### src/design/assert_macros.svh
// Shared assertion shorthands. Clock and reset names follow the house ports.
`ifndef ASSERT_MACROS_SVH
`define ASSERT_MACROS_SVH

// Check that a property holds at every clock edge outside reset.
`define ASSERT_CHK(label, prop, msg) \
  label: assert property (@(posedge clk_i) disable iff (!rst_ni) (prop)) else $error(msg);

// Check that a condition never holds outside reset.
`define ASSERT_NEVER(label, cond, msg) \
  label: assert property (@(posedge clk_i) disable iff (!rst_ni) !(cond)) else $error(msg);

`endif

### src/design/isq_pkg.sv
package isq_pkg;

  localparam int MaxSegments = 32;
  localparam int ValueWidth  = 32;
  localparam int TagWidth    = 16;
  localparam int CountWidth  = $clog2(MaxSegments + 1);

  typedef enum logic [1:0] {
    OpInsert = 2'd0,
    OpBuild  = 2'd1,
    OpQuery  = 2'd2
  } isq_op_e;

  typedef enum logic [1:0] {
    StatusOk     = 2'd0,
    StatusLocked = 2'd1,
    StatusFull   = 2'd2
  } isq_status_e;

  typedef struct packed {
    logic [1:0]                   operation;
    logic signed [ValueWidth-1:0] seg_low;
    logic signed [ValueWidth-1:0] seg_high;
    logic [TagWidth-1:0]          seg_tag;
    logic signed [ValueWidth-1:0] query_point;
  } isq_in_t;

  typedef struct packed {
    logic [1:0]          status;
    logic                match_valid;
    logic [TagWidth-1:0] match_tag;
    logic                last;
  } isq_out_t;

  // Hit flag and tag that ride the scan chain toward cell 0.
  typedef struct packed {
    logic                hit;
    logic [TagWidth-1:0] tag;
  } isq_scan_t;

  // Controls broadcast to every cell.
  typedef struct packed {
    logic load;
    logic shift;
  } isq_ctrl_t;

endpackage

### src/design/isq_cell.sv
module isq_cell
  import isq_pkg::*;
(
  input  logic                         clk_i,
  input  logic                         rst_ni,
  input  isq_ctrl_t                    ctrl_i,
  input  logic                         wr_i,
  input  logic                         occ_i,
  input  logic signed [ValueWidth-1:0] seg_low_i,
  input  logic signed [ValueWidth-1:0] seg_high_i,
  input  logic [TagWidth-1:0]          seg_tag_i,
  input  logic signed [ValueWidth-1:0] point_i,
  input  isq_scan_t                    scan_i,
  output isq_scan_t                    scan_o
);

  logic signed [ValueWidth-1:0] low_q, high_q;
  logic [TagWidth-1:0]          tag_q;
  isq_scan_t                    scan_q, scan_d;
  logic                         hit;

  // Segment slot: written once per insert, never cleared.
  always_ff @(posedge clk_i) begin
    if (wr_i) begin
      low_q  <= seg_low_i;
      high_q <= seg_high_i;
      tag_q  <= seg_tag_i;
    end
  end

  assign hit = occ_i && (low_q <= point_i) && (point_i < high_q);

  always_comb begin
    scan_d = scan_q;
    if (ctrl_i.load) begin
      scan_d.hit = hit;
      scan_d.tag = tag_q;
    end else if (ctrl_i.shift) begin
      scan_d = scan_i;
    end
  end

  always_ff @(posedge clk_i or negedge rst_ni) begin
    if (!rst_ni) begin
      scan_q <= '0;
    end else begin
      scan_q <= scan_d;
    end
  end

  assign scan_o = scan_q;

endmodule

### config.mk
export PLATFORM = sky130hd
export DESIGN_NAME = isq_cell
export DESIGN_NICKNAME = d
export VERILOG_FILES = /design/src/design/assert_macros.svh /design/src/design/isq_pkg.sv /design/src/design/isq_cell.sv
export SDC_FILE = /design/constraint.sdc
export NUM_CORES = 1
export LEC_CHECK = 0
export BUFFER_PORTS_ARGS = -buffer_cell sky130_fd_sc_hd__buf_4
export CAP_MARGIN = 20
export CORE_ASPECT_RATIO = 1.2
export CORE_UTILIZATION = 50
export DETAILED_ROUTE_END_ITERATION = 10
export PLACE_DENSITY = 0.77
export SETUP_SLACK_MARGIN = 0.02
export SLEW_MARGIN = 25
export SYNTH_ARGS = -nofsm -noshare
export SYNTH_HDL_FRONTEND = slang
export SYNTH_SLANG_ARGS = --single-unit
export TNS_END_PERCENT = 50
### constraint.sdc
create_clock -name clk_i -period 2.3 [get_ports clk_i]
set_clock_uncertainty 0.05 [all_clocks]
set_input_delay 0.23 -clock clk_i [delete_from_list [all_inputs] [get_ports clk_i]]
set_output_delay 0.23 -clock clk_i [all_outputs]
set_load 0.005 [all_outputs]
==> results.txt, run 1 <==
----------------------------------------------------
[Placed design]
  Cell total after placement ... 655
  Final GP Congestion ... 0.827
  Count of buffers inserted at the top-level ports ... 151
  Detailed Place HPWL ... 8280 um

[Pwr]
  Worst-case vdd ir drop ... 509 uV
  Leak pwr ... 3.41 nW
  Sw Ratio ... 24.7%
  Share of power burned in the clock network ... 28.0%
  Combinational power share ... 20.1%
  Net switching power ... 0.00101 W
  Cell-internal power ... 0.00307 W
  PnR Total Power ... 0.00408 W
  Pwr dens ... 566 mW/mm2
  Sequential Power Share ... 51.8%

[Setup path]
  Startpoint of the worst register-to-register path ... low_q[13]
  Worst r2r path cells ... 7
  Setup crit start ... low_q[13]
  Launching element type of the critical path ... flip-flop
  Endpoint arrival time on the critical path ... 2.46 ns
  Sort of element at the end of the critical path ... flip-flop
  Start-to-end type of the worst setup path ... reg2reg
  Worst-case register-to-register setup slack ... 0.03 ns
  Req. time, crit path ... 2.49 ns
  End of the critical path ... scan_o[16]
  Largest fanout on the critical path ... 3
  FF-to-FF End ... scan_o[16]

[GRT]
  Sum of overflow across all layers after global routing ... 0
  Number of global-route vias before repair ... 4071
  First-pass GRT wire length ... 18300 um
  Number of antenna violations at the first check in global routing ... 0
  Total Routing Usage GR ... 24.6%
  Maximum number of pins on one net before global-route repair ... 37

[Synth]
  Netlist area before placement ... 0.00482 mm2
  Register bit count reported by yosys ... 97
  Count of flip-flops with a built-in enable after synthesis ... 80
  Fraction of the mapped netlist area in compound gates ... 8.96%
  Sequential-to-total area share from yosys stat ... 58.7%
  Yosys cell types ... 32
  FFs w/ async S/R, synth ... 17.5%
  Most used flip-flop cell after synthesis ... sky130_fd_sc_hd__edfxtp_1
  Mapped Avg Cell Area ... 12.4 um2
  Dominant combinational cell family by area after synthesis ... adder cells
  Cell count after synthesis ... 387
  Yosys warning total ... 0
  Share of synthesized area spent on multiplexers ... 3.53%
  Adder-Cell Fraction of Synth Area ... 16.4%
  Simple-gate portion of the synthesized area ... 6.62%
  XOR/XNOR share of the synthesized area ... 0%
  Synthesized netlist net count ... 585

[Die]
  Starting density of the core ... 52.5%
  Overall die area ... 0.0100 mm2
  Horizontal extent of the die ... 91.6 um
  Core Region ... 0.00918 mm2
  Vertical extent of the die ... 110 um
  Row count ... 38
  I/O pin cnt ... 152

[Outcome]
  Status ... completed

[STA]
  Achievable Freq ... 0.440 GHz
  Final worst-path cycle share ... 98.7%
  Number of pins with negative max-slew slack in the final report ... 0
  Post-layout min period ... 2.27 ns
  Relative max-transition margin ... 65.3%
  Slew at the pin closest to its max-slew limit ... 0.520 ns
  Total count of hold-check failures in the final report ... 0
  Final-report setup violation count ... 0

[Finish]
  Post-synthesis to final-layout area growth ... 49.5%
  Non-filler instance count after layout ... 752
  Share of cells above drive strength 1 ... 28.3%
  Final-stage net count ... 825
  Post-route core utilization ... 78.5%
  Antenna cell count ... 0

[Routing]
  Post-route DRC ... 0
  Via count ... 3849
  Final wirelength ... 12300 um
  Number of vias per cell ... 5.12
  DRT Pass-1 Iters ... 5
  Mean routed wirelength per cell ... 16.4 um
  1st-iter DRT viols ... 210
  ANT nets after route ... 0

[Clock tree]
  CTS tree ... yes
  Insertion delay to the later sink of the worst-skew pair ... 0.37 ns
  Clock-pin slew on the worst setup and hold paths ... 0.09 ns
  Number of buffers between clock root and the deepest sink ... 2
  TritonCTS Buffers ... 9
  Depth of the CTS H-tree ... 3
  Clock sink count ... 97
  Master cell of the clock root buffer ... sky130_fd_sc_hd__clkbuf_8

[Hold path]
  Worst min-delay path category ... in2reg

[Run]
  Total of max-cap violations ... 0

----------------------------------------------------
worst min-delay path by stage:
stage | from | end | slack, ns | cells past startpoint
final | scan_i[8] | scan_o[8] | 0.1 | 3
after global routing | scan_i[0] | scan_o[0] | 0.10 | 3
after CTS | scan_i[11] | scan_o[11] | 0.09 | 3
after detailed placement | rst_ni | scan_o[10] | 0.06 | 1
after global placement | rst_ni | scan_o[4] | 0.06 | 1
after floorplan | rst_ni | scan_o[0] | -0.12 | 0
layer usage:
layer  GRT usage (%)  vias to the layer above  wire (um)
met5               0                        -          0
met4            11.9                        0        406
met3            5.33                       37        668
met2            48.5                      146       6810
met1            24.4                     1802       4430
li1                -                     1864          -
registers in the layout, indices dropped and copies added, names as in the netlist:
name    count
high_q     32
low_q      32
scan_o     17
tag_q      16
worst max-delay path: stages, from the launching register on:
cell                       delay (ns)
sky130_fd_sc_hd__edfxtp_1        0.45
sky130_fd_sc_hd__ha_4            0.31
sky130_fd_sc_hd__nand4_4         0.11
sky130_fd_sc_hd__or4_4           0.59
sky130_fd_sc_hd__a21oi_2         0.15
sky130_fd_sc_hd__o311ai_2        0.12
sky130_fd_sc_hd__a211oi_1        0.26
sky130_fd_sc_hd__o32ai_1         0.11
metrics by stage:
stage | cell area, um2 | hold WS (ns) | setup slack, ns | setup TNS [ns]
final | 7200 | 0.0983 | 0.0295 | 0
after global routing | 7200 | 0.102 | -0.0427 | -0.0427
after CTS | 7110 | 0.0851 | 0.0612 | 0
after detailed placement | 6090 | 0.0641 | 0.0756 | 0
after global placement | 6090 | 0.0615 | 0.155 | 0
after floorplan | 4820 | -0.116 | 0.265 | 0
cells in the mapped netlist (2+ instances only):
master | count | area share [%]
sky130_fd_sc_hd__a211o_1 | 2 | 0.36
sky130_fd_sc_hd__a211oi_1 | 2 | 0.31
sky130_fd_sc_hd__a21o_1 | 8 | 1.2
sky130_fd_sc_hd__a21oi_1 | 22 | 2.3
sky130_fd_sc_hd__clkbuf_1 | 3 | 0.23
sky130_fd_sc_hd__dfrtp_1 | 17 | 8.8
sky130_fd_sc_hd__edfxtp_1 | 80 | 50
sky130_fd_sc_hd__ha_1 | 63 | 16
sky130_fd_sc_hd__inv_1 | 65 | 5.1
sky130_fd_sc_hd__mux2i_1 | 17 | 3.5
sky130_fd_sc_hd__nand2_1 | 32 | 2.5
sky130_fd_sc_hd__nand3_1 | 7 | 0.73
sky130_fd_sc_hd__nand4_1 | 8 | 1.0
sky130_fd_sc_hd__nor2_1 | 12 | 0.93
sky130_fd_sc_hd__nor3_1 | 4 | 0.42
sky130_fd_sc_hd__o211ai_1 | 2 | 0.31
sky130_fd_sc_hd__o21a_1 | 2 | 0.31
sky130_fd_sc_hd__o21ai_0 | 26 | 2.7
sky130_fd_sc_hd__o2bb2ai_1 | 2 | 0.36
timing repair:
item,CTS,global route
setup buffers,0,0
hold endpoints to repair,97,0
gates resized for setup,0,11
endpoints found under the setup margin,0,1
hold buffers,81,0
cells by family after synthesis:
logic type               count (synthesis)
flip-flops                              97
AO/OA/AOI/OAI                           72
buffers and inverters                   70
AND/OR/NAND/NOR                         68
adder cells (fa/ha/maj)                 63
multiplexers                            17
layout by cell type (no fill, tap or decap), drive strengths merged, types with 3 or more instances in the layout:
cell type      n
a21o           8
a21oi         22
buf          153
clkbuf        12
clkinv         3
dfrtp         17
dlygate4sd3   81
edfxtp        80
ha            63
inv           66
mux2i         17
nand2         32
nand3          7
nand4          9
nor2          12
nor3           4
o21ai         26
cell type report:
type / count / area [um2]
Sequential cell: 97 / 2830
Fill cell: 544 / 1980
Timing Repair Buffer: 234 / 1970
Multi-Input combinational cell: 220 / 1800
Inverter: 65 / 244
Clock buffer: 12 / 188
Tap cell: 120 / 150
Clock inverter: 4 / 20.0
power by group through the flow:
stage	registers [W]	clock network, W	logic (W)
floorplan	0.00214	0	0.000301
global placement	0.00214	0	0.000637
detailed placement	0.00215	0	0.000666
CTS	0.00211	0.00116	0.000783
global route	0.00213	0.00121	0.000906
finish	0.00211	0.00114	0.000821
Note: power is estimated with default switching activity, not from simulation.
==> inputs of run 2 (changes only) <==
--- a/config.mk
+++ b/config.mk
@@ -8,9 +8,10 @@
 export BUFFER_PORTS_ARGS = -buffer_cell sky130_fd_sc_hd__buf_4
 export CAP_MARGIN = 20
 export CORE_ASPECT_RATIO = 1.2
-export CORE_UTILIZATION = 50
+export CORE_UTILIZATION = 53
+export CTS_BUF_LIST = sky130_fd_sc_hd__clkbuf_8
 export DETAILED_ROUTE_END_ITERATION = 10
-export PLACE_DENSITY = 0.77
+export PLACE_DENSITY = 0.81
 export SETUP_SLACK_MARGIN = 0.02
 export SLEW_MARGIN = 25
 export SYNTH_ARGS = -nofsm -noshare
==> run 2 against run 1 <==
  * Sequential share of layout area increased by 0.21 points
  * Combinational power decreased by 0.7%
  * Non-clock buffer count unchanged
  * Core utilization increased by 3.8 points
  * Die area decreased by 5.5%
  * Flip-flop and latch count unchanged
  * First-iteration DRC count decreased by 13%
  * Design area decreased by 0.54%
  * Critical path depth unchanged
  * Cell count decreased by 0.40%
  * Critical path type unchanged
  * Setup slack improved by 0.060 ns
  * Wire length increased by 1.4%
==> results.txt, run 2 (same netlist as run 1, synthesis figures left out) <==
----------------------------------------------------
[Placed design]
  Detailed Place HPWL ... 7850 um (was 8280 um)
  Count of buffers inserted at the top-level ports ... 151 (unchanged)
  Final GP Congestion ... 0.889 (was 0.827)
  Placed inst area ... 0.00609 mm2 (about the same)

[GRT]
  Total Routing Usage GR ... 27.7% (was 24.6%)
  Maximum number of pins on one net before global-route repair ... 53 (was 37)
  Number of antenna violations at the first check in global routing ... 0 (unchanged)
  Number of global-route vias before repair ... 4248 (was 4071)
  First-pass GRT wire length ... 19100 um (was 18300 um)
  Sum of overflow across all layers after global routing ... 0 (unchanged)

[STA]
  Final worst-path cycle share ... 96.1% (was 98.7%)
  RSZ-0062 raised after global routing ... true
  Slew at the pin closest to its max-slew limit ... 0.407 ns (was 0.520 ns)
  Number of pins with negative max-slew slack in the final report ... 0 (unchanged)
  Total Negative Setup Slacks ... 0 ns (unchanged)
  Total count of hold-check failures in the final report ... 0 (unchanged)
  Final-report setup violation count ... 0 (unchanged)
  Post-layout min period ... 2.21 ns (was 2.27 ns)
  Achievable Freq ... 0.452 GHz (was 0.440 GHz)
  Relative max-transition margin ... 72.9% (was 65.3%)

[Run]
  Total of max-cap violations ... 0 (unchanged)

[Finish]
  Post-synthesis to final-layout area growth ... 48.7% (was 49.5%)
  Antenna cell count ... 0 (unchanged)
  Number of fillers in the final layout ... 482 (was 544)
  Final-stage net count ... 825 (unchanged)
  Share of cells above drive strength 1 ... 27.8% (was 28.3%)
  Most frequent cells in the layout ... 152 x sky130_fd_sc_hd__buf_4, 81 x sky130_fd_sc_hd__dlygate4sd3_1, 80 x sky130_fd_sc_hd__edfxtp_1 (unchanged)
  Final std cell area, no fill ... 0.00716 mm2 (was 0.00720 mm2)
  Most common library cell in the layout ignoring fill and taps ... sky130_fd_sc_hd__buf_4 (unchanged)

[Hold path]
  Worst Hold Launch ... scan_i[0] (was scan_i[8])
  Worst min-delay path category ... in2reg (unchanged)
  Cell depth of the worst hold path ... 3 (unchanged)
  Hold path endpoint ... scan_o[0] (was scan_o[8])

[Routing]
  Final wirelength ... 12500 um (was 12300 um)
  DRT Pass-1 Iters ... 5 (unchanged)
  Mean routed wirelength per cell ... 16.7 um (was 16.4 um)
  Via count ... 3951 (was 3849)
  1st-iter DRT viols ... 183 (was 210)
  ANT nets after route ... 0 (unchanged)
  Post-route DRC ... 0 (unchanged)
  Number of vias per cell ... 5.28 (was 5.12)

[Setup path]
  Largest fanout on the critical path ... 3 (unchanged)
  Worst r2r path cells ... 7 (unchanged)
  FF-to-FF End ... scan_o[16] (unchanged)
  Req. time, crit path ... 2.49 ns (about the same)
  Endpoint arrival time on the critical path ... 2.41 ns (was 2.46 ns)
  Launching element type of the critical path ... flip-flop (unchanged)
  Startpoint of the worst register-to-register path ... low_q[11] (was low_q[13])
  Start-to-end type of the worst setup path ... reg2reg (unchanged)
  Worst-case register-to-register setup slack ... 0.09 ns (was 0.03 ns)
  Sort of element at the end of the critical path ... flip-flop (unchanged)

[Pwr]
  Net switching power ... 0.00103 W (was 0.00101 W)
  Pwr dens ... 586 mW/mm2 (was 566 mW/mm2)
  Leak pwr ... 3.41 nW (about the same)
  Combinational power share ... 19.4% (was 20.1%)
  Sw Ratio ... 24.6% (was 24.7%)
  Sequential Power Share ... 50.5% (was 51.8%)
  Share of power burned in the clock network ... 30.1% (was 28.0%)
  Cell-internal power ... 0.00316 W (was 0.00307 W)
  Worst-case vdd ir drop ... 575 uV (was 509 uV)

[Clock tree]
  Number of buffers between clock root and the deepest sink ... 2 (unchanged)
  CTS tree ... yes (unchanged)
  Insertion delay to the later sink of the worst-skew pair ... 0.37 ns (about the same)
  Clock-pin slew on the worst setup and hold paths ... 0.09 ns (about the same)
  Post-CTS setup-driven buffer insertion count ... 0 (unchanged)
  Depth of the CTS H-tree ... 3 (unchanged)
  Master cell of the clock root buffer ... sky130_fd_sc_hd__clkbuf_8 (unchanged)
  Clock sink count ... 97 (unchanged)
  TritonCTS Buffers ... 9 (unchanged)

[Outcome]
  Status ... completed (unchanged)

[Die]
  I/O pin cnt ... 152 (unchanged)
  Horizontal extent of the die ... 89.0 um (was 91.6 um)
  Vertical extent of the die ... 106 um (was 110 um)
  Overall die area ... 0.00948 mm2 (was 0.0100 mm2)
  Row count ... 37 (was 38)
  Starting density of the core ... 55.3% (was 52.5%)
  Core Region ... 0.00870 mm2 (was 0.00918 mm2)

----------------------------------------------------
==> run 2: cell count changes in the layout (fill, tap and decap cells not counted), sizes merged <==
cell      delta
bufinv       +2
clkbuf       -2
clkinvlp     +1
clkinv       -1
==> run 2: how the worst max path moves through the flow <==
stage / cells past startpoint / startpoint / to
after global placement: 7 / low_q[11] / scan_o[16]
final: 7 / low_q[11] / scan_o[16]
after CTS: 7 / low_q[13] / scan_o[16]
after detailed placement: 7 / low_q[11] / scan_o[16]
after global routing: 7 / low_q[11] / scan_o[16]
after floorplan: 6 / low_q[14] / scan_o[16]
==> run 2: power groups by stage <==
stage	clock network (W)	logic (W)	registers, W
2_1_floorplan	0	0.000301	0.00214
3_3_place_gp	0	0.000630	0.00214
3_5_place_dp	0	0.000661	0.00215
4_1_cts	0.00126	0.000778	0.00211
5_1_grt	0.00133	0.000904	0.00213
6_report	0.00126	0.000815	0.00212
==> run 2: cell type report <==
cell class | count | area (um2) | area share, %
timing repair buffer | 234 | 1970 | 27.5
clock inverter | 6 | 90.1 | 1.26
multi-input combinational | 220 | 1740 | 24.4
sequential | 97 | 2830 | 39.5
tap | 117 | 146 | 2.04
inverter | 65 | 244 | 3.41
clock buffer | 10 | 138 | 1.92
==> run 2: per-stage QoR <==
step	setup slack, ns	hold slack [ns]	std cells	total power, W	utilization, %
after floorplan	0.265	-0.116	387	0.00244	-
after global placement	0.192	0.0579	652	0.00277	70.0
after detailed placement	0.121	0.0596	652	0.00281	70.0
after CTS	0.0967	0.0967	749	0.00415	81.9
after global routing	0.0173	0.118	749	0.00437	82.3
final	0.0890	0.102	749	0.00419	82.3
==> run 2: repair_timing <==
item	4_1_cts	5_1_grt
hold endpoints to repair	97	0
hold buffers	81	0
resized for setup	0	5
setup endpoints to repair	0	1
==> run 2: layer usage <==
metal | share of wire, % | vias to the layer above | global-route usage, % | wire, um
li1 | - | 1866 | - | -
met1 | 36 | 1871 | 28.4 | 4540
met2 | 54 | 170 | 50.5 | 6740
met3 | 5.3 | 44 | 5.90 | 665
met4 | 4.3 | 0 | 16.2 | 541
met5 | 0 | - | 0 | 0
==> run 2: critical path: stages (launching register included) <==
cell	delay, ns
sky130_fd_sc_hd__edfxtp_1	0.43
sky130_fd_sc_hd__ha_4	0.30
sky130_fd_sc_hd__nand4_1	0.14
sky130_fd_sc_hd__or4_4	0.58
sky130_fd_sc_hd__a21oi_2	0.12
sky130_fd_sc_hd__o311ai_1	0.11
sky130_fd_sc_hd__a211oi_1	0.25
sky130_fd_sc_hd__o32ai_1	0.11
==> inputs of run 3 (changes only) <==
--- a/config.mk
+++ b/config.mk
@@ -7,7 +7,7 @@
 export LEC_CHECK = 0
 export BUFFER_PORTS_ARGS = -buffer_cell sky130_fd_sc_hd__buf_4
 export CAP_MARGIN = 20
-export CORE_ASPECT_RATIO = 1.2
+export CORE_ASPECT_RATIO = 1.4
 export CORE_UTILIZATION = 53
 export CTS_BUF_LIST = sky130_fd_sc_hd__clkbuf_8
 export DETAILED_ROUTE_END_ITERATION = 10
==> run 3 against run 2 <==
  * Sequential power about the same
  * Critical path type unchanged
  * First-iteration DRC count is 2.2% higher
  * Worst hold slack worse by 0.0020 ns
  * Non-clock buffer count is 1 higher
  * Largest cell class unchanged
  * Clock power is 6% higher
==> results.txt, run 3 (same netlist as run 1, synthesis figures left out) <==
----------------------------------------------------
[Setup path]
  Endpoint arrival time on the critical path ... 2.51 ns (was 2.41 ns)
  Launching element type of the critical path ... flip-flop (unchanged)
  Highest cell delay on the worst timing path ... 0.49 ns (was 0.58 ns)
  Startpoint of the worst register-to-register path ... high_q[30] (was low_q[11])
  Largest fanout on the critical path ... 2 (was 3)
  Req. time, crit path ... 2.52 ns (was 2.49 ns)
  Worst-case register-to-register setup slack ... 0.01 ns (was 0.09 ns)
  Cell Chain, Critical Path ... inv_1 > ha_1 > a21o_1 > a21o_1 > a21o_1 > a2111oi_1 > a31oi_1 > o32ai_1 (was ha_4 > nand4_1 > or4_4 > a21oi_2 > o311ai_1 > a211oi_1 > o32ai_1)
  Sort of element at the end of the critical path ... flip-flop (unchanged)
  Sum of buffers and inverters on the critical path ... 1 (was 0)
  Worst r2r path cells ... 8 (was 7)
  Start-to-end type of the worst setup path ... reg2reg (unchanged)
  Largest delay share family, worst path ... compound AO/OA/AOI/OAI gates (was simple AND/OR/NAND/NOR gates)
  FF-to-FF End ... scan_o[16] (unchanged)
  Standard cell with the maximum stage delay on the critical path ... sky130_fd_sc_hd__a2111oi_1 (was sky130_fd_sc_hd__or4_4)
  Dominant cell type by count on the critical path ... sky130_fd_sc_hd__a21o_1

[Clock tree]
  TritonCTS Buffers ... 9 (unchanged)
  CTS tree ... yes (unchanged)
  Clock sink count ... 97 (unchanged)
  Number of buffers between clock root and the deepest sink ... 2 (unchanged)
  Clock-pin slew on the worst setup and hold paths ... 0.09 ns (about the same)
  Depth of the CTS H-tree ... 3 (unchanged)
  Master cell of the clock root buffer ... sky130_fd_sc_hd__clkbuf_8 (unchanged)
  Insertion delay to the later sink of the worst-skew pair ... 0.36 ns (was 0.37 ns)

[STA]
  Slew at the pin closest to its max-slew limit ... 0.487 ns (was 0.407 ns)
  Achievable Freq ... 0.437 GHz (was 0.452 GHz)
  Relative max-transition margin ... 67.5% (was 72.9%)
  Number of pins with negative max-slew slack in the final report ... 0 (unchanged)
  Total count of hold-check failures in the final report ... 0 (unchanged)
  Post-layout min period ... 2.29 ns (was 2.21 ns)
  Final worst-path cycle share ... 99.5% (was 96.1%)
  Final-report setup violation count ... 0 (unchanged)
  Total Negative Setup Slacks ... 0 ns (unchanged)

[Pwr]
  PnR Total Power ... 0.00429 W (was 0.00419 W)
  Leak pwr ... 3.42 nW (was 3.41 nW)
  Pwr dens ... 596 mW/mm2 (was 586 mW/mm2)
  Worst-case vdd ir drop ... 501 uV (was 575 uV)

[Die]
  I/O pin cnt ... 152 (unchanged)
  Core Region ... 0.00871 mm2 (was 0.00870 mm2)
  Overall die area ... 0.00948 mm2 (about the same)
  Row count ... 40 (was 37)
  Starting density of the core ... 55.3% (about the same)
  Horizontal extent of the die ... 82.6 um (was 89.0 um)
  Vertical extent of the die ... 115 um (was 106 um)

[Routing]
  Final wirelength ... 13000 um (was 12500 um)
  ANT nets after route ... 0 (unchanged)
  Number of vias per cell ... 5.31 (was 5.28)
  Mean routed wirelength per cell ... 17.6 um (was 16.7 um)
  DRT Pass-1 Iters ... 5 (unchanged)
  Via count ... 3920 (was 3951)
  1st-iter DRT viols ... 187 (was 183)
  Post-route DRC ... 0 (unchanged)

[Placed design]
  Final GP Congestion ... 0.760 (was 0.889)
  Count of buffers inserted at the top-level ports ... 151 (unchanged)
  Detailed Place HPWL ... 8450 um (was 7850 um)

[Finish]
  Share of cells above drive strength 1 ... 28.0% (was 27.8%)
  Post-synthesis to final-layout area growth ... 49.3% (was 48.7%)
  Post-route core utilization ... 82.6% (was 82.3%)
  Most frequent cells in the layout ... 153 x sky130_fd_sc_hd__buf_4, 81 x sky130_fd_sc_hd__dlygate4sd3_1, 80 x sky130_fd_sc_hd__edfxtp_1 (was 152 x sky130_fd_sc_hd__buf_4, 81 x sky130_fd_sc_hd__dlygate4sd3_1, 80 x sky130_fd_sc_hd__edfxtp_1)
  Footprint of the multi-input gates ... 0.00176 mm2 (was 0.00174 mm2)
  Number of fillers in the final layout ... 466 (was 482)
  Final-stage net count ... 826 (was 825)
  Sequential standard cell area ... 0.00283 mm2 (unchanged)
  Antenna cell count ... 0 (unchanged)
  Most common library cell in the layout ignoring fill and taps ... sky130_fd_sc_hd__buf_4 (unchanged)

[Hold path]
  Cell depth of the worst hold path ... 3 (unchanged)
  Worst min-delay path category ... in2reg (unchanged)
  Worst Hold Launch ... scan_i[9] (was scan_i[0])
  Hold path endpoint ... scan_o[9] (was scan_o[0])

[GRT]
  Number of antenna violations at the first check in global routing ... 0 (unchanged)
  Number of global-route vias before repair ... 4166 (was 4248)
  Total Routing Usage GR ... 27.6% (was 27.7%)
  Maximum number of pins on one net before global-route repair ... 35 (was 53)
  First-pass GRT wire length ... 18800 um (was 19100 um)
  Sum of overflow across all layers after global routing ... 0 (unchanged)

[Run]
  Total of max-cap violations ... 0 (unchanged)

[Outcome]
  Status ... completed (unchanged)

----------------------------------------------------
-- run 3: final cells by class --
cell class	instances	share of cell area (%)
sequential	97	39.3
tap	105	1.83
inverter	65	3.39
clock inverter	6	1.48
multi-input combinational	220	24.5
timing repair buffer	235	27.5
clock buffer	10	1.91
-- run 3: metal layers --
metal | vias to the layer above | wire length (um) | track usage [%]
met5 | - | 0 | 0
met4 | 0 | 450 | 13.7
met3 | 42 | 893 | 6.59
met2 | 179 | 7150 | 53.9
met1 | 1833 | 4470 | 25.5
li1 | 1866 | - | -
-- run 3: worst register-to-register path: stages (launching register included) --
cell,delay [ns]
sky130_fd_sc_hd__edfxtp_1,0.37
sky130_fd_sc_hd__inv_1,0.07
sky130_fd_sc_hd__ha_1,0.24
sky130_fd_sc_hd__a21o_1,0.19
sky130_fd_sc_hd__a21o_1,0.18
sky130_fd_sc_hd__a21o_1,0.16
sky130_fd_sc_hd__a2111oi_1,0.49
sky130_fd_sc_hd__a31oi_1,0.15
sky130_fd_sc_hd__o32ai_1,0.29
-- run 3: timing repair --
| action | CTS | global route |
|---|---|---|
| resized for setup | 0 | 6 |
| setup endpoints to repair | 0 | 1 |
| hold buffers | 81 | 0 |
| setup buffers | 0 | 1 |
| hold endpoints to repair | 97 | 0 |
-- run 3: report_power, final --
group,internal (W),switching (W)
Clock,0.000747,0.000589
Sequential,0.00206,0.0000568
Combinational,0.000463,0.000371
-- run 3: per-stage QoR --
step           area, um2  hold WS (ns)  setup WS, ns  std cells
6_report            7190         0.100        0.0110        738
5_1_grt             7190         0.107        -0.103        738
3_5_place_dp        6070        0.0646        0.0715        640
2_1_floorplan       4820        -0.116         0.265        387
3_3_place_gp        6070        0.0565         0.162        640
4_1_cts             7130        0.0907        0.0521        737
-- run 3: how the worst max path moves through the flow --
stage                       endpoint  depth (start not counted)  slack (ns)   startpoint
after CTS                 scan_o[16]                          6        0.05    low_q[14]
final                     scan_o[16]                          8        0.01   high_q[30]
after floorplan           scan_o[16]                          6        0.26    low_q[14]
after detailed placement  scan_o[16]                          6        0.07    low_q[14]
after global placement    scan_o[16]                          8        0.16  point_i[30]
after global routing      scan_o[16]                          8       -0.10   high_q[30]
